[config.mk]
export PLATFORM = sky130hd
export DESIGN_NAME = keyboard_scan_code_translator_flat
export DESIGN_NICKNAME = d
export VERILOG_FILES = /design/src/rtl/kbd_pkg.sv /design/src/rtl/kbd_ifs.sv /design/src/rtl/kbd_front.sv /design/src/rtl/kbd_queue.sv /design/src/rtl/kbd_back.sv /design/src/rtl/keyboard_scan_code_translator.sv /design/src/flat_wrapper.sv
export VERILOG_INCLUDE_DIRS = /design/src /design/src/rtl
export SDC_FILE = /design/constraint.sdc
export NUM_CORES = 1
export LEC_CHECK = 0
export BUFFER_PORTS_ARGS = -buffer_cell sky130_fd_sc_hd__buf_2
export CAP_MARGIN = 20
export CORE_ASPECT_RATIO = 1.5
export CORE_MARGIN = 2
export CORE_UTILIZATION = 40
export DETAILED_ROUTE_END_ITERATION = 10
export SYNTH_ARGS = -nofsm -noshare
export SYNTH_HDL_FRONTEND = slang
export SYNTH_SLANG_ARGS = --single-unit
[constraint.sdc]
create_clock -name clock -period 4.59 [get_ports clock]
set_input_delay 1.377 -clock clock [delete_from_list [all_inputs] [get_ports clock]]
set_output_delay 1.377 -clock clock [all_outputs]
set_load 0.05 [all_outputs]
[src/rtl/keyboard_scan_code_translator_defines.svh]
// Assertion macros shared by the translator's RTL files.
`ifndef KEYBOARD_SCAN_CODE_TRANSLATOR_DEFINES_SVH
`define KEYBOARD_SCAN_CODE_TRANSLATOR_DEFINES_SVH

// The consequent must hold in the same cycle as the antecedent.
`define KBD_ASSERT_IMP(lbl, clk, rst, ante, cons, msg) \
   lbl: assert property (@(posedge clk) disable iff (rst) (ante) |-> (cons)) \
      else $error(msg);

// The consequent must hold in the cycle after the antecedent.
`define KBD_ASSERT_NXT(lbl, clk, rst, ante, cons, msg) \
   lbl: assert property (@(posedge clk) disable iff (rst) (ante) |=> (cons)) \
      else $error(msg);

// The expression must never be true.
`define KBD_ASSERT_NEVER(lbl, clk, rst, expr, msg) \
   lbl: assert property (@(posedge clk) disable iff (rst) !(expr)) \
      else $error(msg);

`endif

[src/rtl/kbd_pkg.sv]
`default_nettype none

package kbd_pkg;

   // Entry classes of the key table.
   typedef enum logic [2:0] {
      CLS_PLAIN = 3'd0,
      CLS_LIT   = 3'd1,
      CLS_CYR   = 3'd2,
      CLS_ESC   = 3'd3,
      CLS_SPEC  = 3'd4,
      CLS_DIG   = 3'd5,
      CLS_CTL   = 3'd6,
      CLS_KPAD  = 3'd7
   } kbd_class_type;

   // Special key codes, held in the character field of a special entry.
   localparam logic [6:0] SP_FIX  = 7'd0;
   localparam logic [6:0] SP_ROFF = 7'd1;
   localparam logic [6:0] SP_RPT  = 7'd2;
   localparam logic [6:0] SP_CTRL = 7'd3;
   localparam logic [6:0] SP_RUS  = 7'd4;
   localparam logic [6:0] SP_SHF  = 7'd5;
   localparam logic [6:0] SP_SCRL = 7'd6;
   localparam logic [6:0] SP_HOLD = 7'd7;
   localparam logic [6:0] SP_PRSC = 7'd8;

   // Indicator bits.
   localparam logic [4:0] IND_WAIT = 5'b00001;
   localparam logic [4:0] IND_FIX  = 5'b00100;
   localparam logic [4:0] IND_STOP = 5'b01000;
   localparam logic [4:0] IND_RUS  = 5'b10000;

   // Character constants.
   localparam logic [7:0] CHR_ESC      = 8'o033;
   localparam logic [7:0] CHR_GS       = 8'o035;
   localparam logic [7:0] CHR_SO       = 8'o016;
   localparam logic [7:0] CHR_SI       = 8'o017;
   localparam logic [7:0] CHR_ALL_ONES = 8'o377;
   localparam logic [7:0] CHR_CASE_BIT = 8'o040;
   localparam logic [7:0] CHR_DIG_BIT  = 8'o020;
   localparam logic [7:0] CHR_CTL_MASK = 8'o037;

   // Configuration register indexes.
   localparam int CSR_INDEX_W = 3;
   localparam int CSR_DATA_W  = 8;
   localparam logic [CSR_INDEX_W-1:0] CSR_STOP_CHAR    = 3'd0;
   localparam logic [CSR_INDEX_W-1:0] CSR_START_CHAR   = 3'd1;
   localparam logic [CSR_INDEX_W-1:0] CSR_RAW_MODE     = 3'd2;
   localparam logic [CSR_INDEX_W-1:0] CSR_RESTART_ONLY = 3'd3;
   localparam logic [CSR_INDEX_W-1:0] CSR_ALT_KEYPAD   = 3'd4;

   localparam logic [7:0] STOP_CHAR_RESET  = 8'd19;
   localparam logic [7:0] START_CHAR_RESET = 8'd17;

   typedef struct packed {
      logic [7:0] stop_char;
      logic [7:0] start_char;
      logic       raw_mode;
      logic       restart_on_start_only;
      logic       alt_keypad;
   } kbd_cfg_type;

   // One classified scan code on its way from the front to the back.
   typedef struct packed {
      logic       pre_valid;
      logic [7:0] pre_char;
      logic       main_valid;
      logic [7:0] main_char;
      logic [4:0] indicators;
      logic       bell_request;
      logic       reset_request;
      logic       print_start;
      logic       print_positive;
   } kbd_job_type;

   typedef struct packed {
      logic          valid;
      kbd_class_type cls;
      logic [6:0]    ch;
   } kbd_entry_type;

   function automatic kbd_entry_type kbd_ent(input kbd_class_type cls, input logic [6:0] ch);
      kbd_entry_type e;
      e.valid = 1'b1;
      e.cls   = cls;
      e.ch    = ch;
      return e;
   endfunction

   // Key table: codes 86 (octal 0126) through 253; everything else is empty.
   function automatic kbd_entry_type kbd_lookup(input logic [7:0] code);
      kbd_entry_type e;
      e.valid = 1'b0;
      e.cls   = CLS_PLAIN;
      e.ch    = 7'h00;
      case (code)
         8'd86:  e = kbd_ent(CLS_SPEC, SP_HOLD);
         8'd87:  e = kbd_ent(CLS_SPEC, SP_PRSC);
         8'd88:  e = kbd_ent(CLS_ESC, 7'h46);
         8'd89:  e = kbd_ent(CLS_ESC, 7'h47);
         8'd90:  e = kbd_ent(CLS_ESC, 7'h48);
         8'd100: e = kbd_ent(CLS_ESC, 7'h49);
         8'd101: e = kbd_ent(CLS_ESC, 7'h4A);
         8'd102: e = kbd_ent(CLS_ESC, 7'h4B);
         8'd103: e = kbd_ent(CLS_ESC, 7'h4C);
         8'd104: e = kbd_ent(CLS_ESC, 7'h4D);
         8'd113: e = kbd_ent(CLS_ESC, 7'h4E);
         8'd114: e = kbd_ent(CLS_ESC, 7'h4F);
         8'd115: e = kbd_ent(CLS_ESC, 7'h50);
         8'd116: e = kbd_ent(CLS_ESC, 7'h51);
         8'd124: e = kbd_ent(CLS_ESC, 7'h52);
         8'd125: e = kbd_ent(CLS_ESC, 7'h53);
         8'd128: e = kbd_ent(CLS_ESC, 7'h54);
         8'd129: e = kbd_ent(CLS_ESC, 7'h55);
         8'd130: e = kbd_ent(CLS_ESC, 7'h56);
         8'd131: e = kbd_ent(CLS_ESC, 7'h57);
         8'd138: e = kbd_ent(CLS_ESC, 7'h58);
         8'd139: e = kbd_ent(CLS_ESC, 7'h59);
         8'd140: e = kbd_ent(CLS_ESC, 7'h5A);
         8'd141: e = kbd_ent(CLS_ESC, 7'h40);
         8'd142: e = kbd_ent(CLS_ESC, 7'h30);
         8'd143: e = kbd_ent(CLS_ESC, 7'h31);
         8'd146: e = kbd_ent(CLS_KPAD, 7'h30);
         8'd148: e = kbd_ent(CLS_KPAD, 7'h2E);
         8'd149: e = kbd_ent(CLS_LIT, 7'h0A);
         8'd150: e = kbd_ent(CLS_KPAD, 7'h31);
         8'd151: e = kbd_ent(CLS_KPAD, 7'h32);
         8'd152: e = kbd_ent(CLS_KPAD, 7'h33);
         8'd153: e = kbd_ent(CLS_KPAD, 7'h34);
         8'd154: e = kbd_ent(CLS_KPAD, 7'h35);
         8'd155: e = kbd_ent(CLS_KPAD, 7'h36);
         8'd156: e = kbd_ent(CLS_KPAD, 7'h2C);
         8'd157: e = kbd_ent(CLS_KPAD, 7'h37);
         8'd158: e = kbd_ent(CLS_KPAD, 7'h38);
         8'd159: e = kbd_ent(CLS_KPAD, 7'h39);
         8'd160: e = kbd_ent(CLS_KPAD, 7'h2D);
         8'd161: e = kbd_ent(CLS_ESC, 7'h32);
         8'd162: e = kbd_ent(CLS_ESC, 7'h33);
         8'd163: e = kbd_ent(CLS_ESC, 7'h34);
         8'd164: e = kbd_ent(CLS_ESC, 7'h35);
         8'd167: e = kbd_ent(CLS_ESC, 7'h36);
         8'd168: e = kbd_ent(CLS_ESC, 7'h37);
         8'd169: e = kbd_ent(CLS_ESC, 7'h38);
         8'd170: e = kbd_ent(CLS_ESC, 7'h39);
         8'd174: e = kbd_ent(CLS_SPEC, SP_SHF);
         8'd175: e = kbd_ent(CLS_SPEC, SP_CTRL);
         8'd176: e = kbd_ent(CLS_SPEC, SP_FIX);
         8'd177: e = kbd_ent(CLS_SPEC, SP_SCRL);
         8'd178: e = kbd_ent(CLS_SPEC, SP_RUS);
         8'd179: e = kbd_ent(CLS_SPEC, SP_ROFF);
         8'd180: e = kbd_ent(CLS_SPEC, SP_RPT);
         8'd188: e = kbd_ent(CLS_LIT, 7'h7F);
         8'd189: e = kbd_ent(CLS_LIT, 7'h0D);
         8'd190: e = kbd_ent(CLS_LIT, 7'h09);
         8'd191: e = kbd_ent(CLS_DIG, 7'h2B);
         8'd192: e = kbd_ent(CLS_DIG, 7'h21);
         8'd193: e = kbd_ent(CLS_PLAIN, 7'h6A);
         8'd194: e = kbd_ent(CLS_PLAIN, 7'h66);
         8'd195: e = kbd_ent(CLS_PLAIN, 7'h71);
         8'd196: e = kbd_ent(CLS_LIT, 7'h08);
         8'd197: e = kbd_ent(CLS_DIG, 7'h22);
         8'd198: e = kbd_ent(CLS_PLAIN, 7'h63);
         8'd199: e = kbd_ent(CLS_PLAIN, 7'h79);
         8'd200: e = kbd_ent(CLS_PLAIN, 7'h7E);
         8'd201: e = kbd_ent(CLS_ESC, 7'h42);
         8'd202: e = kbd_ent(CLS_DIG, 7'h3F);
         8'd203: e = kbd_ent(CLS_DIG, 7'h23);
         8'd204: e = kbd_ent(CLS_PLAIN, 7'h75);
         8'd205: e = kbd_ent(CLS_PLAIN, 7'h77);
         8'd206: e = kbd_ent(CLS_PLAIN, 7'h73);
         8'd208: e = kbd_ent(CLS_DIG, 7'h24);
         8'd209: e = kbd_ent(CLS_PLAIN, 7'h6B);
         8'd210: e = kbd_ent(CLS_PLAIN, 7'h61);
         8'd211: e = kbd_ent(CLS_PLAIN, 7'h6D);
         8'd212: e = kbd_ent(CLS_LIT, 7'h20);
         8'd214: e = kbd_ent(CLS_DIG, 7'h25);
         8'd215: e = kbd_ent(CLS_PLAIN, 7'h65);
         8'd216: e = kbd_ent(CLS_PLAIN, 7'h70);
         8'd217: e = kbd_ent(CLS_PLAIN, 7'h69);
         8'd219: e = kbd_ent(CLS_DIG, 7'h26);
         8'd220: e = kbd_ent(CLS_PLAIN, 7'h6E);
         8'd221: e = kbd_ent(CLS_PLAIN, 7'h72);
         8'd222: e = kbd_ent(CLS_PLAIN, 7'h74);
         8'd224: e = kbd_ent(CLS_DIG, 7'h27);
         8'd225: e = kbd_ent(CLS_PLAIN, 7'h67);
         8'd226: e = kbd_ent(CLS_PLAIN, 7'h6F);
         8'd227: e = kbd_ent(CLS_PLAIN, 7'h78);
         8'd229: e = kbd_ent(CLS_DIG, 7'h28);
         8'd230: e = kbd_ent(CLS_PLAIN, 7'h7B);
         8'd231: e = kbd_ent(CLS_PLAIN, 7'h6C);
         8'd232: e = kbd_ent(CLS_PLAIN, 7'h62);
         8'd234: e = kbd_ent(CLS_DIG, 7'h29);
         8'd235: e = kbd_ent(CLS_PLAIN, 7'h7D);
         8'd236: e = kbd_ent(CLS_PLAIN, 7'h64);
         8'd237: e = kbd_ent(CLS_PLAIN, 7'h60);
         8'd239: e = kbd_ent(CLS_LIT, 7'h30);
         8'd240: e = kbd_ent(CLS_PLAIN, 7'h7A);
         8'd241: e = kbd_ent(CLS_CTL, 7'h5F);
         8'd242: e = kbd_ent(CLS_PLAIN, 7'h76);
         8'd243: e = kbd_ent(CLS_DIG, 7'h3C);
         8'd245: e = kbd_ent(CLS_ESC, 7'h41);
         8'd246: e = kbd_ent(CLS_PLAIN, 7'h68);
         8'd247: e = kbd_ent(CLS_DIG, 7'h3E);
         8'd249: e = kbd_ent(CLS_DIG, 7'h3D);
         8'd250: e = kbd_ent(CLS_DIG, 7'h2A);
         8'd251: e = kbd_ent(CLS_PLAIN, 7'h7C);
         8'd252: e = kbd_ent(CLS_ESC, 7'h43);
         8'd253: e = kbd_ent(CLS_CYR, 7'h5F);
         default: e.valid = 1'b0;
      endcase
      return e;
   endfunction

endpackage

`default_nettype wire

[src/rtl/kbd_ifs.sv]
`default_nettype none

// Scan code channel.
interface kbd_req_if;
   logic       valid;
   logic       ready;
   logic [7:0] scan_code;
   logic       output_stopped;
   logic       queue_over_half;
   logic       print_waiting;

   modport source (output valid, output scan_code, output output_stopped,
                   output queue_over_half, output print_waiting, input ready);
   modport sink   (input valid, input scan_code, input output_stopped,
                   input queue_over_half, input print_waiting, output ready);
endinterface

// Result channel.
interface kbd_rsp_if;
   logic       valid;
   logic       ready;
   logic [7:0] char_out;
   logic       char_valid;
   logic       last;
   logic [4:0] indicators;
   logic       bell_request;
   logic       reset_request;
   logic       print_start;
   logic       print_positive;

   modport source (output valid, output char_out, output char_valid, output last,
                   output indicators, output bell_request, output reset_request,
                   output print_start, output print_positive, input ready);
   modport sink   (input valid, input char_out, input char_valid, input last,
                   input indicators, input bell_request, input reset_request,
                   input print_start, input print_positive, output ready);
endinterface

`default_nettype wire

[src/rtl/kbd_front.sv]
`default_nettype none

module kbd_front import kbd_pkg::*; (
   input  logic        clock,
   input  logic        reset,
   input  kbd_cfg_type cfg,
   kbd_req_if.sink     req_ch,
   input  logic        queue_full,
   output logic        job_push,
   output kbd_job_type job
);

   typedef enum logic [1:0] {
      PATH_NONE,
      PATH_COMMON,
      PATH_SKIP
   } path_type;

   logic          cyr_ff, cyr_in;
   logic          ctrl_ff, ctrl_in;
   logic          fix_ff, fix_in;
   logic [1:0]    shift_ff, shift_in;
   logic [2:0]    scroll_ff, scroll_in;
   logic [7:0]    prev_char_ff, prev_char_in;
   logic [7:0]    prev_prefix_ff, prev_prefix_in;
   logic [4:0]    ind_ff, ind_in;

   kbd_entry_type ent;
   path_type      path;
   logic [7:0]    c1;
   logic          pre_valid;
   logic [7:0]    pre_char;
   logic          bell, rst_req, pstart, ppos;
   logic          stopped;
   logic          accept;

   assign req_ch.ready = !queue_full;
   assign accept       = req_ch.valid && !queue_full;
   assign stopped      = req_ch.output_stopped;
   assign ent          = kbd_lookup(req_ch.scan_code);

   // Classify the scan code and work out the state that it leaves behind.
   always_comb begin
      cyr_in         = cyr_ff;
      ctrl_in        = ctrl_ff;
      fix_in         = fix_ff;
      shift_in       = shift_ff;
      scroll_in      = scroll_ff;
      prev_char_in   = prev_char_ff;
      prev_prefix_in = prev_prefix_ff;
      ind_in         = ind_ff;
      path           = PATH_NONE;
      c1             = {1'b0, ent.ch};
      pre_valid      = 1'b0;
      pre_char       = 8'h00;
      bell           = 1'b0;
      rst_req        = 1'b0;
      pstart         = 1'b0;
      ppos           = 1'b0;

      if (ent.valid) begin
         case (ent.cls)
            CLS_CYR: begin
               if (!cyr_ff) begin
                  prev_char_in   = 8'h00;
                  prev_prefix_in = 8'h00;
               end else begin
                  path = PATH_COMMON;
               end
            end
            CLS_LIT: begin
               path = PATH_COMMON;
            end
            CLS_KPAD: begin
               if (!cfg.alt_keypad) begin
                  path = PATH_COMMON;
               end else begin
                  prev_prefix_in = CHR_GS;
                  pre_valid      = 1'b1;
                  pre_char       = CHR_GS;
                  path           = PATH_SKIP;
               end
            end
            CLS_ESC: begin
               prev_prefix_in = CHR_ESC;
               pre_valid      = 1'b1;
               pre_char       = CHR_ESC;
               path           = PATH_SKIP;
            end
            CLS_DIG: begin
               if (shift_ff == 2'd0) c1 = c1 ^ CHR_DIG_BIT;
               path = PATH_COMMON;
            end
            CLS_PLAIN: begin
               if (shift_ff != 2'd0) c1 = c1 ^ CHR_CASE_BIT;
               if (fix_ff) c1 = c1 ^ CHR_CASE_BIT;
               if (ctrl_ff) c1 = c1 & CHR_CTL_MASK;
               path = PATH_COMMON;
            end
            CLS_CTL: begin
               if (ctrl_ff) c1 = c1 & CHR_CTL_MASK;
               path = PATH_COMMON;
            end
            CLS_SPEC: begin
               case (ent.ch)
                  SP_SHF: begin
                     shift_in = (shift_ff >= 2'd2) ? 2'd2 : shift_ff + 2'd1;
                  end
                  SP_CTRL: begin
                     shift_in = 2'd0;
                     ctrl_in  = 1'b1;
                  end
                  SP_ROFF: begin
                     if (ctrl_ff) begin
                        ctrl_in = 1'b0;
                     end else if (shift_ff != 2'd0) begin
                        shift_in = shift_ff - 2'd1;
                     end
                  end
                  SP_FIX: begin
                     fix_in = !fix_ff;
                     if (!fix_ff) ind_in = ind_ff | IND_FIX;
                     else ind_in = ind_ff & ~IND_FIX;
                  end
                  SP_RUS: begin
                     cyr_in         = !cyr_ff;
                     pre_valid      = 1'b1;
                     pre_char       = cyr_ff ? CHR_SI : CHR_SO;
                     ind_in         = cyr_ff ? (ind_ff & ~IND_RUS) : (ind_ff | IND_RUS);
                     prev_char_in   = 8'h00;
                     prev_prefix_in = 8'h00;
                  end
                  SP_RPT: begin
                     if (!req_ch.queue_over_half) begin
                        if (prev_prefix_ff != 8'h00) begin
                           pre_valid = 1'b1;
                           pre_char  = prev_prefix_ff;
                        end
                        if (prev_char_ff != 8'h00) begin
                           c1   = prev_char_ff;
                           path = PATH_SKIP;
                        end
                     end
                  end
                  SP_SCRL: begin
                     // The scroll level is a signed value kept within -1..3.
                     if (shift_ff != 2'd0 || ctrl_ff) begin
                        if (scroll_ff[2] || scroll_ff == 3'd0) scroll_in = 3'b111;
                        else scroll_in = scroll_ff - 3'd1;
                        if (stopped) begin
                           c1   = cfg.start_char;
                           path = PATH_COMMON;
                        end
                     end else begin
                        if (scroll_ff == 3'd3) begin
                           scroll_in = 3'd3;
                           if (!stopped) begin
                              c1   = cfg.stop_char;
                              path = PATH_COMMON;
                           end
                        end else if (scroll_ff == 3'b100 || scroll_ff == 3'b101) begin
                           scroll_in = 3'b111;
                        end else begin
                           scroll_in = scroll_ff + 3'd1;
                        end
                     end
                  end
                  SP_HOLD: begin
                     if (ctrl_ff && shift_ff != 2'd0) begin
                        rst_req = 1'b1;
                        bell    = 1'b1;
                     end else begin
                        c1 = stopped ? cfg.start_char : cfg.stop_char;
                        if (c1 != 8'h00 && c1 != CHR_ALL_ONES) path = PATH_COMMON;
                     end
                  end
                  default: begin
                     // Print screen key.
                     if (req_ch.print_waiting) begin
                        pstart = 1'b1;
                        ppos   = ctrl_ff || shift_ff != 2'd0;
                        ind_in = ind_ff | IND_WAIT;
                     end
                  end
               endcase
            end
            default: path = PATH_NONE;
         endcase
      end

      // Flow control indicators for an emitted character.
      if (path == PATH_COMMON) begin
         prev_prefix_in = 8'h00;
         if (c1 == cfg.stop_char && c1 != 8'h00 && c1 != CHR_ALL_ONES &&
             !cfg.raw_mode && !stopped) begin
            ind_in = ind_in | IND_STOP;
         end
      end
      if (path != PATH_NONE) begin
         prev_char_in = c1;
         if (!cfg.raw_mode && stopped &&
             (!cfg.restart_on_start_only || c1 == cfg.start_char)) begin
            ind_in = ind_in & ~(IND_STOP | IND_WAIT);
         end
      end
   end

   // Hand the classified word to the queue.
   always_comb begin
      job_push           = accept;
      job.pre_valid      = pre_valid;
      job.pre_char       = pre_char;
      job.main_valid     = path != PATH_NONE;
      job.main_char      = c1;
      job.indicators     = ind_in;
      job.bell_request   = bell;
      job.reset_request  = rst_req;
      job.print_start    = pstart;
      job.print_positive = ppos;
   end

   // Keyboard state advances with each accepted word.
   always_ff @(posedge clock) begin
      if (reset) begin
         cyr_ff         <= 1'b0;
         ctrl_ff        <= 1'b0;
         fix_ff         <= 1'b0;
         shift_ff       <= 2'd0;
         scroll_ff      <= 3'd0;
         prev_char_ff   <= 8'h00;
         prev_prefix_ff <= 8'h00;
         ind_ff         <= 5'd0;
      end else if (accept) begin
         cyr_ff         <= cyr_in;
         ctrl_ff        <= ctrl_in;
         fix_ff         <= fix_in;
         shift_ff       <= shift_in;
         scroll_ff      <= scroll_in;
         prev_char_ff   <= prev_char_in;
         prev_prefix_ff <= prev_prefix_in;
         ind_ff         <= ind_in;
      end
   end

endmodule

`default_nettype wire

[src/rtl/kbd_queue.sv]
`default_nettype none
`include "keyboard_scan_code_translator_defines.svh"

module kbd_queue import kbd_pkg::*; #(
   parameter int DEPTH = 2
) (
   input  logic        clock,
   input  logic        reset,
   input  logic        push,
   input  kbd_job_type push_job,
   input  logic        pop,
   output logic        full,
   output logic        head_valid,
   output kbd_job_type head_job
);

   localparam int PTR_W = (DEPTH > 1) ? $clog2(DEPTH) : 1;
   localparam int CNT_W = $clog2(DEPTH + 1);

   kbd_job_type      mem_ff [DEPTH];
   logic [PTR_W-1:0] wr_ptr_ff, wr_ptr_in;
   logic [PTR_W-1:0] rd_ptr_ff, rd_ptr_in;
   logic [CNT_W-1:0] cnt_ff, cnt_in;

   assign full       = cnt_ff == CNT_W'(DEPTH);
   assign head_valid = cnt_ff != '0;
   assign head_job   = mem_ff[rd_ptr_ff];

   // Pointer wrap and fill count.
   always_comb begin
      wr_ptr_in = wr_ptr_ff;
      rd_ptr_in = rd_ptr_ff;
      cnt_in    = cnt_ff;
      if (push) begin
         wr_ptr_in = (wr_ptr_ff == PTR_W'(DEPTH - 1)) ? '0 : wr_ptr_ff + PTR_W'(1);
      end
      if (pop) begin
         rd_ptr_in = (rd_ptr_ff == PTR_W'(DEPTH - 1)) ? '0 : rd_ptr_ff + PTR_W'(1);
      end
      if (push && !pop) cnt_in = cnt_ff + CNT_W'(1);
      else if (pop && !push) cnt_in = cnt_ff - CNT_W'(1);
   end

   always_ff @(posedge clock) begin
      if (reset) begin
         wr_ptr_ff <= '0;
         rd_ptr_ff <= '0;
         cnt_ff    <= '0;
      end else begin
         wr_ptr_ff <= wr_ptr_in;
         rd_ptr_ff <= rd_ptr_in;
         cnt_ff    <= cnt_in;
      end
   end

   // Entry storage.
   always_ff @(posedge clock) begin
      if (push) begin
         mem_ff[wr_ptr_ff] <= push_job;
      end
   end

   `KBD_ASSERT_IMP(a_no_push_full, clock, reset, push, !full, "push into a full queue")
   `KBD_ASSERT_IMP(a_no_pop_empty, clock, reset, pop, head_valid, "pop from an empty queue")
   `KBD_ASSERT_NXT(a_cnt_drop, clock, reset, pop && !push, cnt_ff == $past(cnt_ff) - CNT_W'(1), "count did not drop on pop")

endmodule

`default_nettype wire

[src/rtl/kbd_back.sv]
`default_nettype none
`include "keyboard_scan_code_translator_defines.svh"

module kbd_back import kbd_pkg::*; (
   input  logic        clock,
   input  logic        reset,
   input  logic        head_valid,
   input  kbd_job_type head_job,
   output logic        pop,
   kbd_rsp_if.source   rsp_ch
);

   typedef enum logic {
      PH_FIRST,
      PH_SECOND
   } phase_type;

   phase_type  phase_ff, phase_in;
   logic       valid_ff, valid_in;
   logic [7:0] char_ff, char_in;
   logic       cv_ff, cv_in;
   logic       last_ff, last_in;
   logic       load;

   assign load = head_valid && (!valid_ff || rsp_ch.ready);

   // Pick the next result word out of the head entry.
   always_comb begin
      phase_in = phase_ff;
      char_in  = char_ff;
      cv_in    = cv_ff;
      last_in  = last_ff;
      pop      = 1'b0;
      valid_in = valid_ff && !rsp_ch.ready;
      if (load) begin
         valid_in = 1'b1;
         if (phase_ff == PH_FIRST && head_job.pre_valid) begin
            char_in  = head_job.pre_char;
            cv_in    = 1'b1;
            last_in  = !head_job.main_valid;
            pop      = !head_job.main_valid;
            phase_in = head_job.main_valid ? PH_SECOND : PH_FIRST;
         end else if (head_job.main_valid) begin
            char_in  = head_job.main_char;
            cv_in    = 1'b1;
            last_in  = 1'b1;
            pop      = 1'b1;
            phase_in = PH_FIRST;
         end else begin
            char_in  = 8'h00;
            cv_in    = 1'b0;
            last_in  = 1'b1;
            pop      = 1'b1;
            phase_in = PH_FIRST;
         end
      end
   end

   // Output register; status fields come straight from the head entry.
   always_ff @(posedge clock) begin
      if (reset) begin
         phase_ff <= PH_FIRST;
         valid_ff <= 1'b0;
      end else begin
         phase_ff <= phase_in;
         valid_ff <= valid_in;
         char_ff  <= char_in;
         cv_ff    <= cv_in;
         last_ff  <= last_in;
         if (load) begin
            rsp_ch.indicators     <= head_job.indicators;
            rsp_ch.bell_request   <= head_job.bell_request;
            rsp_ch.reset_request  <= head_job.reset_request;
            rsp_ch.print_start    <= head_job.print_start;
            rsp_ch.print_positive <= head_job.print_positive;
         end
      end
   end

   assign rsp_ch.valid      = valid_ff;
   assign rsp_ch.char_out   = char_ff;
   assign rsp_ch.char_valid = cv_ff;
   assign rsp_ch.last       = last_ff;

   `KBD_ASSERT_IMP(a_second_has_head, clock, reset, phase_ff == PH_SECOND, head_valid, "second character without a queued entry")
   `KBD_ASSERT_IMP(a_empty_is_last, clock, reset, valid_ff && !cv_ff, last_ff, "empty result not marked last")
   `KBD_ASSERT_IMP(a_req_no_char, clock, reset, valid_ff && (rsp_ch.bell_request || rsp_ch.reset_request || rsp_ch.print_start), !cv_ff, "request together with a character")

endmodule

`default_nettype wire

[src/rtl/keyboard_scan_code_translator.sv]
// Keyboard scan code translator. Each scan code word on req_ch is looked up in a fixed key table
// and, together with the shift, ctrl, fix and cyrillic state, yields one or two result words on
// rsp_ch: a result per character, or a single result with char_valid low when the code gives no
// character; the final one carries last. The front accepts one scan code per cycle while the
// queue is not full and updates the keyboard state at once; a small queue (QUEUE_DEPTH entries)
// feeds the output register, which delivers one result per cycle while rsp_ch.ready is high, so
// a scan code takes one result word at the output, or two when it yields two characters. An
// accepted scan code is written into the queue and then loaded into the output register, which
// offers its first result. The csr_ port writes stop_char (0), start_char (1), raw_mode (2),
// restart_on_start_only (3) and alt_keypad (4); write them only while no scan code is in flight.
`default_nettype none

module keyboard_scan_code_translator import kbd_pkg::*; #(
   parameter int QUEUE_DEPTH = 2
) (
   input  logic                   clock,
   input  logic                   reset,
   kbd_req_if.sink                req_ch,
   kbd_rsp_if.source              rsp_ch,
   input  logic                   csr_we,
   input  logic [CSR_INDEX_W-1:0] csr_index,
   input  logic [CSR_DATA_W-1:0]  csr_wdata
);

   kbd_cfg_type cfg_ff;
   kbd_job_type push_job;
   kbd_job_type head_job;
   logic        push;
   logic        pop;
   logic        full;
   logic        head_valid;

   // Configuration registers.
   always_ff @(posedge clock) begin
      if (reset) begin
         cfg_ff.stop_char             <= STOP_CHAR_RESET;
         cfg_ff.start_char            <= START_CHAR_RESET;
         cfg_ff.raw_mode              <= 1'b0;
         cfg_ff.restart_on_start_only <= 1'b0;
         cfg_ff.alt_keypad            <= 1'b0;
      end else if (csr_we) begin
         case (csr_index)
            CSR_STOP_CHAR:    cfg_ff.stop_char             <= csr_wdata;
            CSR_START_CHAR:   cfg_ff.start_char            <= csr_wdata;
            CSR_RAW_MODE:     cfg_ff.raw_mode              <= csr_wdata[0];
            CSR_RESTART_ONLY: cfg_ff.restart_on_start_only <= csr_wdata[0];
            CSR_ALT_KEYPAD:   cfg_ff.alt_keypad            <= csr_wdata[0];
            default:          cfg_ff <= cfg_ff;
         endcase
      end
   end

   kbd_front u_front (
      .clock      (clock),
      .reset      (reset),
      .cfg        (cfg_ff),
      .req_ch     (req_ch),
      .queue_full (full),
      .job_push   (push),
      .job        (push_job)
   );

   kbd_queue #(
      .DEPTH (QUEUE_DEPTH)
   ) u_queue (
      .clock      (clock),
      .reset      (reset),
      .push       (push),
      .push_job   (push_job),
      .pop        (pop),
      .full       (full),
      .head_valid (head_valid),
      .head_job   (head_job)
   );

   kbd_back u_back (
      .clock      (clock),
      .reset      (reset),
      .head_valid (head_valid),
      .head_job   (head_job),
      .pop        (pop),
      .rsp_ch     (rsp_ch)
   );

endmodule

`default_nettype wire

[src/flat_wrapper.sv]
// flat-port wrapper written by rule: the top's interface ports become plain ports
module keyboard_scan_code_translator_flat import kbd_pkg::*;
#(
   parameter int QUEUE_DEPTH = 2
)
  (clock, reset, csr_we, csr_index, csr_wdata, req_ch_valid, req_ch_scan_code, req_ch_output_stopped, req_ch_queue_over_half, req_ch_print_waiting, req_ch_ready, rsp_ch_valid, rsp_ch_char_out, rsp_ch_char_valid, rsp_ch_last, rsp_ch_indicators, rsp_ch_bell_request, rsp_ch_reset_request, rsp_ch_print_start, rsp_ch_print_positive, rsp_ch_ready);
  kbd_req_if req_ch_i ();
  kbd_rsp_if rsp_ch_i ();
  input  logic clock;
  input  logic reset;
  input  logic csr_we;
  input  logic [CSR_INDEX_W-1:0] csr_index;
  input  logic [CSR_DATA_W-1:0] csr_wdata;
  input wire logic [$bits(req_ch_i.valid)-1:0] req_ch_valid;
  input wire logic [$bits(req_ch_i.scan_code)-1:0] req_ch_scan_code;
  input wire logic [$bits(req_ch_i.output_stopped)-1:0] req_ch_output_stopped;
  input wire logic [$bits(req_ch_i.queue_over_half)-1:0] req_ch_queue_over_half;
  input wire logic [$bits(req_ch_i.print_waiting)-1:0] req_ch_print_waiting;
  output wire logic [$bits(req_ch_i.ready)-1:0] req_ch_ready;
  output wire logic [$bits(rsp_ch_i.valid)-1:0] rsp_ch_valid;
  output wire logic [$bits(rsp_ch_i.char_out)-1:0] rsp_ch_char_out;
  output wire logic [$bits(rsp_ch_i.char_valid)-1:0] rsp_ch_char_valid;
  output wire logic [$bits(rsp_ch_i.last)-1:0] rsp_ch_last;
  output wire logic [$bits(rsp_ch_i.indicators)-1:0] rsp_ch_indicators;
  output wire logic [$bits(rsp_ch_i.bell_request)-1:0] rsp_ch_bell_request;
  output wire logic [$bits(rsp_ch_i.reset_request)-1:0] rsp_ch_reset_request;
  output wire logic [$bits(rsp_ch_i.print_start)-1:0] rsp_ch_print_start;
  output wire logic [$bits(rsp_ch_i.print_positive)-1:0] rsp_ch_print_positive;
  input wire logic [$bits(rsp_ch_i.ready)-1:0] rsp_ch_ready;
  assign req_ch_i.valid = req_ch_valid;
  assign req_ch_i.scan_code = req_ch_scan_code;
  assign req_ch_i.output_stopped = req_ch_output_stopped;
  assign req_ch_i.queue_over_half = req_ch_queue_over_half;
  assign req_ch_i.print_waiting = req_ch_print_waiting;
  assign req_ch_ready = req_ch_i.ready;
  assign rsp_ch_valid = rsp_ch_i.valid;
  assign rsp_ch_char_out = rsp_ch_i.char_out;
  assign rsp_ch_char_valid = rsp_ch_i.char_valid;
  assign rsp_ch_last = rsp_ch_i.last;
  assign rsp_ch_indicators = rsp_ch_i.indicators;
  assign rsp_ch_bell_request = rsp_ch_i.bell_request;
  assign rsp_ch_reset_request = rsp_ch_i.reset_request;
  assign rsp_ch_print_start = rsp_ch_i.print_start;
  assign rsp_ch_print_positive = rsp_ch_i.print_positive;
  assign rsp_ch_i.ready = rsp_ch_ready;
  keyboard_scan_code_translator #(.QUEUE_DEPTH(QUEUE_DEPTH)) u_core (.clock(clock), .reset(reset), .req_ch(req_ch_i), .rsp_ch(rsp_ch_i), .csr_we(csr_we), .csr_index(csr_index), .csr_wdata(csr_wdata));
endmodule
After elaboration in Yosys (flattened, before gate mapping) --
Memories as Yosys holds them, arrays and structs flattened. A register that Yosys moved wholly into a read port is not among the register bits. Index checks and enable logic that the tools add are counted. W data, S select, Z words.
Cells by class: equality and inequality tests 146, $add $sub $neg 8, reductions and logical operators 66, order comparisons 1, mux-type cells 101, bitwise gates (word level) 5, div/mod/pow operators 0, multiply operators 0, shifts and indexed selects 0
Operators by type and width (number):
- $pmux W10 S112 | 1
- $eq A8 B8 Y1 const B | 96
- $mux W8 | 24
- $eq A8 B7 Y1 const B | 16
- $reduce_or A112 Y1 | 1
- $pmux W8 S4 | 2
- $pmux W8 S3 | 2
- $mux W1 | 36
- $pmux W8 S2 | 2
- $reduce_bool A8 Y1 | 4
- $eq A7 B3 Y1 const B | 4
- $mux W5 | 5
- $eq A3 B3 Y1 const B | 7
- $mux W2 | 10
- $eq A8 B8 Y1 | 2
- $mux W4 | 4
- $ne A8 B8 Y1 const B | 2
- $reduce_and A4 Y1 | 4
- $eq A3 B2 Y1 const B | 5
- $mux W3 | 5
- $pmux W5 S3 | 1
- $eq A7 B2 Y1 const B | 2
- $logic_and A1 B1 Y1 | 14
- $reduce_bool A2 Y1 | 7
- 33 further kinds | 71
Word-level totals: logic and storage cells 354, input port bits 27, memories kept 1, output and inout port bits 21, register bits after elaboration 73, ROM bits 0, latch bits 0, RAM bits 54
Memories:
- u_core.u_queue.mem_ff | words 2, bits a word 27, rd ports 1, clocked after memory_dff 1, write ports 1, RTL line kbd_queue.sv:20 | kbd_job_type mem_ff [DEPTH];

Longest topological paths before layout --
word-level depth 20, gate-level depth with buffers 18, depth with buffers taken out 14

Cells and area by module --
From an unflattened synthesis, not the netlist that was laid out.
Second synthesis, totals: cells, all modules 1013, area, all modules 9187.6 sq um
Modules (own cells, without submodules):
- kbd_front | area each 5355.1 sq um, cells each 767, seq. area each 460.4 sq um, times used 1
- kbd_queue | area each 2163.3 sq um, cells each 106, seq. area each 1721.7 sq um, times used 1
- keyboard_scan_code_translator | area each 844.6 sq um, cells each 80, seq. area each 380.4 sq um, times used 1
- kbd_back | area each 824.5 sq um, cells each 60, seq. area each 610.6 sq um, times used 1

Worst setup path before layout --
Ideal clock, no wire load.
path kind input-to-reg, start point input port req_ch_scan_code[1], end point memory u_core.u_queue.mem_ff[0][4] (netlist bit), data pin, arrival 4.520 ns, setup slack -0.200 ns, buffers on the path 5, cell stages on the path 16, setup time 0.270 ns, cell sequence buf_6 > buf_6 > buf_4 > buf_2 > buf_2 > nor4b_2 > nand2_1 > o221ai_1 > xnor2_1 > o31ai_1 > a311oi_1 > nand3_1 > a2111oi_2 > o2111ai_1 > o32ai_2 > nor2_1
RTL lines:
- from (decl) | RTL line flat_wrapper.sv:15 | input wire logic [$bits(req_ch_i.scan_code)-1:0] req_ch_scan_code;
- to (decl) | RTL line kbd_queue.sv:20

==> results by stage <==
Clocking:
- CTS placed an instance of sky130_fd_sc_hd__clkbuf_16 at the clock tree root.
- For the worst-skew pair, the clock arrives at the later sink with an insertion delay of between 0.3 and 0.4 ns.
- The CTS clock-pin slew for the worst setup and hold paths is roughly 0.070 ns.
- The clock passes through at most 2 buffers.
- TritonCTS created 9 clock buffers.
- The TritonCTS clock tree is yes.
- The H-tree depth is 3.
- The total number of clock tree sinks is 110.
- The number of hold-repair buffers added at the cts stage is 0.

Route:
- The first detailed-routing pass ran for 5 iterations.
- The final layout contains routed wiring with a total length of approximately 37000 um.
- The wire length per cell after detailed routing is roughly 23 um.
- The DRC violations left is 0.
- For this block, the initial DRC count from the detailed router was around 800.
- Across all layers, the routed design uses between 9000 and 10000 vias.
- The count of nets left with antenna violations once routing finished came out at 0.
- The vias per cell is about 6.1.

Worst setup path:
- The signal on the critical path passes through buf_8 -> buf_12 -> buf_12 -> nor2b_2 -> a211o_1 -> a2111o_1 -> or4_4 -> buf_6 -> a31oi_1 -> o221a_2 -> o22ai_4 -> buf_6 -> nand2_1 -> nand3_2 -> o32ai_2 -> buf_4 -> nor2_4.
- The delay of the slowest critical-path stage is 0.56 ns.
- The critical path contains buffers and inverters numbering 6 combined.
- The highest net fanout along the worst path is 6.
- The worst flop-to-flop path startpoint is u_core.u_front.shift_ff[0].
- STA classifies the critical path endpoint as a flip-flop.
- The destination of the worst register-to-register timing path is u_core.u_queue.mem_ff[1][4].
- The largest individual stage delay along the critical path comes from the cell sky130_fd_sc_hd__or4_4.
- The kind of start point of the critical path is an input pin.
- The gate family responsible for the most delay along the worst path is compound AO/OA/AOI/OAI gates.
- The number of cells on the worst reg-to-reg path is 15.
- The arrival time reported for the critical path endpoint is 4.70 ns.
- The flop-to-flop setup slack is 0.78 ns.
- For the worst setup path, the data required time is roughly 4.7 ns.
- The setup path with the least slack is of type input pin to flip-flop.

Power and ir drop:
- The total power per unit cell area is 273 nW/um2.
- The internal power of the cells totals between 0.002 and 0.0025 W.
- Of the total power, the clock network draws 0.217.
- The switching share of power is 0.365.
- Of the total power, combinational logic draws 0.411.
- The maximum ir drop on the vdd rail is 0.000256 V.
- The switching power summed over all nets is 0.00126 W.
- The relative contribution of sequential cells to total power is 0.372.
- The standby leakage power is 5.14 nW.

Final layout:
- The number of antenna repair diodes is 0.
- In the final layout, the multi-input gates occupy ~6100 um2.
- Compared with the post-synthesis result, the final layout area differs by 41.4%.
- The utilization of the core after routing is 0.572.
- The sequential cells in the finished layout cover a total of between 2000 and 3000 um2.
- At the end of the flow, the number of nets in the layout was between 1000 and 1500.
- The share of final-layout standard cells stronger than drive strength 1 is 0.401.
- The count of filler cells inserted in the layout is 2013.

Synthesis:
- Synthesis instantiated around 100 different standard cells from the library.
- The gate count of the mapped netlist is slightly above 1000.
- Of the synthesized area, sequential elements account for 0.313.
- The average instance area after synthesis is ~8.8 um2.
- The number of nets in the synthesized netlist is approximately 1100.
- The fraction of synthesis flops using an asynchronous set or reset pin is 0.
- After synthesis the netlist holds a flip-flop and latch count of between 100 and 150.
- During synthesis, Yosys emitted a total of 0 warnings.
- The mapped netlist covers roughly 9000 um2.
- Counting flops with a built-in enable in the synthesized netlist gives ~60.
- The prevailing post-synth register cell is sky130_fd_sc_hd__edfxtp_1.

Timing:
- Setup repair after global routing could not meet its margin everywhere.
- The final-report setup violation count is 2.
- For the final database, setup skew stands at between 0.01 and 0.015 ns.
- The final number of max-transition violations is 0.
- Dividing the final minimum period by the clock period gives 1.00.
- The setup TNS is -0.00653 ns.
- The final critical-path required period is 4.59 ns.
- The final hold violation count is 0.
- The setup slack after layout is -0.00344 ns.
- At the pin with the least slew margin, the transition time is 1.06 ns.
- Based on the critical path, the design can be clocked at up to 218 MHz.
- The relative slew slack is 0.291.

Placement:
- The count of buffers from port buffering is 46.
- The HPWL after detailed placement is just under 30000 um.
- The final RePlAce weighted congestion is just over 1.

Global routing:
- The first global-routing pass estimated around 55000 um of wire.
- Summed over all layers, the global routing overflow is 0.
- The total routing usage reported by global routing is 0.302.
- Entering global routing, the biggest net connects 50 pins.
- The via count of the first global-routing pass is approximately 9700.
- The initial antenna violation count is 0.

Run:
- The number of violations of the max-capacitance limit is 0.

Min path:
- The worst hold path terminates at u_core.u_front.ind_ff[4].
- The min-delay analysis places its worst path in the category flip-flop to flip-flop.
- The startpoint identified for the worst hold timing path is u_core.u_front.ind_ff[4].
- The worst hold path depth is 2.

Floorplanning:
- For this configuration, the core starts out at a cell density of 0.404.
- The floorplan step defined a die boundary enclosing roughly 24000 um2.
- The die is ~190 um tall.
- The floorplan step set the die width to between 100 and 150 um.
- The placeable core area is 22200 um2.
- 48 I/O pins were placed.
- The number of rows created at floorplan is 67.

Status:
- The flow ran to the end, but the final reports show violations.
- The checks that failed: setup timing.
## worst max-delay path by stage
stage                        start                          end  slack [ns]  cells past startpoint
5_1_grt        req_ch_scan_code[1]  u_core.u_queue.mem_ff[1][4]       -0.09                     17
6_report       req_ch_scan_code[1]  u_core.u_queue.mem_ff[1][4]      -0.003                     17
4_1_cts        req_ch_scan_code[1]  u_core.u_queue.mem_ff[1][4]       -0.08                     17
3_3_place_gp   req_ch_scan_code[0]  u_core.u_queue.mem_ff[0][7]       -0.76                     19
3_5_place_dp   req_ch_scan_code[0]  u_core.u_queue.mem_ff[1][4]       -0.83                     16
2_1_floorplan  req_ch_scan_code[0]  u_core.u_queue.mem_ff[0][7]       0.002                     16
## through the flow
step | instance area, um2 | worst slack (ns) | hold slack [ns] | cells | power, W
after global routing | 12700 | -0.0913 | 0.498 | 1599 | 0.00363
final | 12700 | -0.00344 | 0.468 | 1599 | 0.00347
after CTS | 12300 | -0.0786 | 0.471 | 1586 | 0.00342
after detailed placement | 11300 | -0.825 | 0.461 | 1532 | 0.00259
after global placement | 11300 | -0.759 | 0.446 | 1532 | 0.00258
after floorplan | 9070 | 0.00207 | 0.436 | 1020 | 0.00212
## logic make-up (layout without fill, tap and decap cells)
group / count (synthesis) / in the layout / share of synthesized area
compound gates: 259 / 259 / 0.215
xor+xnor: 20 / 20 / 0.0224
fa+ha+maj: 9 / 9 / 0.0125
buf+inv: 125 / 427 / 0.0777
flops: 110 / 110 / 0.313
mux: 52 / 52 / 0.0592
other cells: 1 / 1 / 0.000417
simple gates: 444 / 445 / 0.299
## registers in the layout (all words and copies together), names as in the netlist, 2 cells and up, named ones only
register	cells
u_core.u_front.prev_char_ff	8
u_core.u_back.rsp_ch.indicators	4
u_core.u_queue.cnt_ff	2
u_core.u_back.rsp_ch.char_out	8
u_core.u_front.scroll_ff	3
u_core.u_queue.mem_ff	44
u_core.u_front.shift_ff	2
u_core.cfg_ff	19
u_core.u_front.prev_prefix_ff	3
u_core.u_front.ind_ff	4
## layout make-up
type,instances,area share
Clock inverter,6,0.00492
Timing Repair Buffer,379,0.240
Clock buffer,10,0.0180
Multi-Input combinational cell,786,0.479
Tap cell,276,0.0272
Inverter,32,0.00946
Sequential cell,110,0.221
## cell usage in the layout (no fill, tap or decap), types with 17 or more instances in the layout
| cell | n |
|---|---|
| sky130_fd_sc_hd__buf_4 | 303 |
| sky130_fd_sc_hd__nor2_1 | 87 |
| sky130_fd_sc_hd__edfxtp_1 | 61 |
| sky130_fd_sc_hd__nand2_1 | 57 |
| sky130_fd_sc_hd__dfxtp_1 | 49 |
| sky130_fd_sc_hd__mux2i_1 | 41 |
| sky130_fd_sc_hd__a21oi_1 | 39 |
| sky130_fd_sc_hd__buf_2 | 39 |
| sky130_fd_sc_hd__inv_1 | 29 |
| sky130_fd_sc_hd__nand3_1 | 27 |
| sky130_fd_sc_hd__nand2b_1 | 25 |
| sky130_fd_sc_hd__o21ai_0 | 25 |
| sky130_fd_sc_hd__nor3_1 | 23 |
| sky130_fd_sc_hd__nor2b_1 | 20 |
| sky130_fd_sc_hd__buf_6 | 18 |
| sky130_fd_sc_hd__nand4_1 | 17 |
## what timing repair did
item / CTS / global route
resized for setup: 81 / 68
pin swaps: 25 / 27
endpoints found under the setup margin: 23 / 18
cloned: 2 / 1
setup buffers: 37 / 14
## power by group through the flow
| stage | Clock [W] | Combinational (W) | Sequential [W] |
|---|---|---|---|
| after floorplan | 0 | 0.000712 | 0.00141 |
| after global routing | 0.000807 | 0.00152 | 0.00130 |
| final | 0.000753 | 0.00143 | 0.00129 |
| after global placement | 0 | 0.00127 | 0.00131 |
| after CTS | 0.000771 | 0.00136 | 0.00129 |
| after detailed placement | 0 | 0.00128 | 0.00131 |
## tightest hold or removal path, stage by stage, from the launching register on
cell and delay [ns]:
sky130_fd_sc_hd__dfxtp_1 0.32, sky130_fd_sc_hd__nand2_1 0.05, sky130_fd_sc_hd__a21oi_1 0.05
## layer usage
layer | up-vias | wire [um] | track usage
li1 | 4514 | - | -
met1 | 4599 | 12500 | 0.296
met4 | 0 | 3740 | 0.257
met3 | 170 | 1410 | 0.0257
met2 | 401 | 19300 | 0.559
met5 | - | 0 | 0
## cell usage after synthesis, drive strengths merged (10+ instances only)
master,instances,area share
nand4,18,0.014
or3,15,0.010
xnor2,12,0.015
nor3,31,0.018
nor4,17,0.016
nor2b,22,0.016
o2111ai,10,0.0097
edfxtp,61,0.20
or2,10,0.0070
a21oi,44,0.025
nand3,31,0.017
nand2b,27,0.019
inv,31,0.013
nor4bb,13,0.014
o211ai,14,0.012
nor2,94,0.039
buf,53,0.048
clkbuf,40,0.017
nand2,57,0.024
a211oi,12,0.012
a22oi,11,0.0092
mux2i,43,0.048
and2,11,0.0077
a31oi,14,0.0097
a211o,14,0.014
o21ai,32,0.018
o22ai,12,0.0084
dfxtp,49,0.11
nor3b,10,0.0084
(Power assumes the default switching activity.)
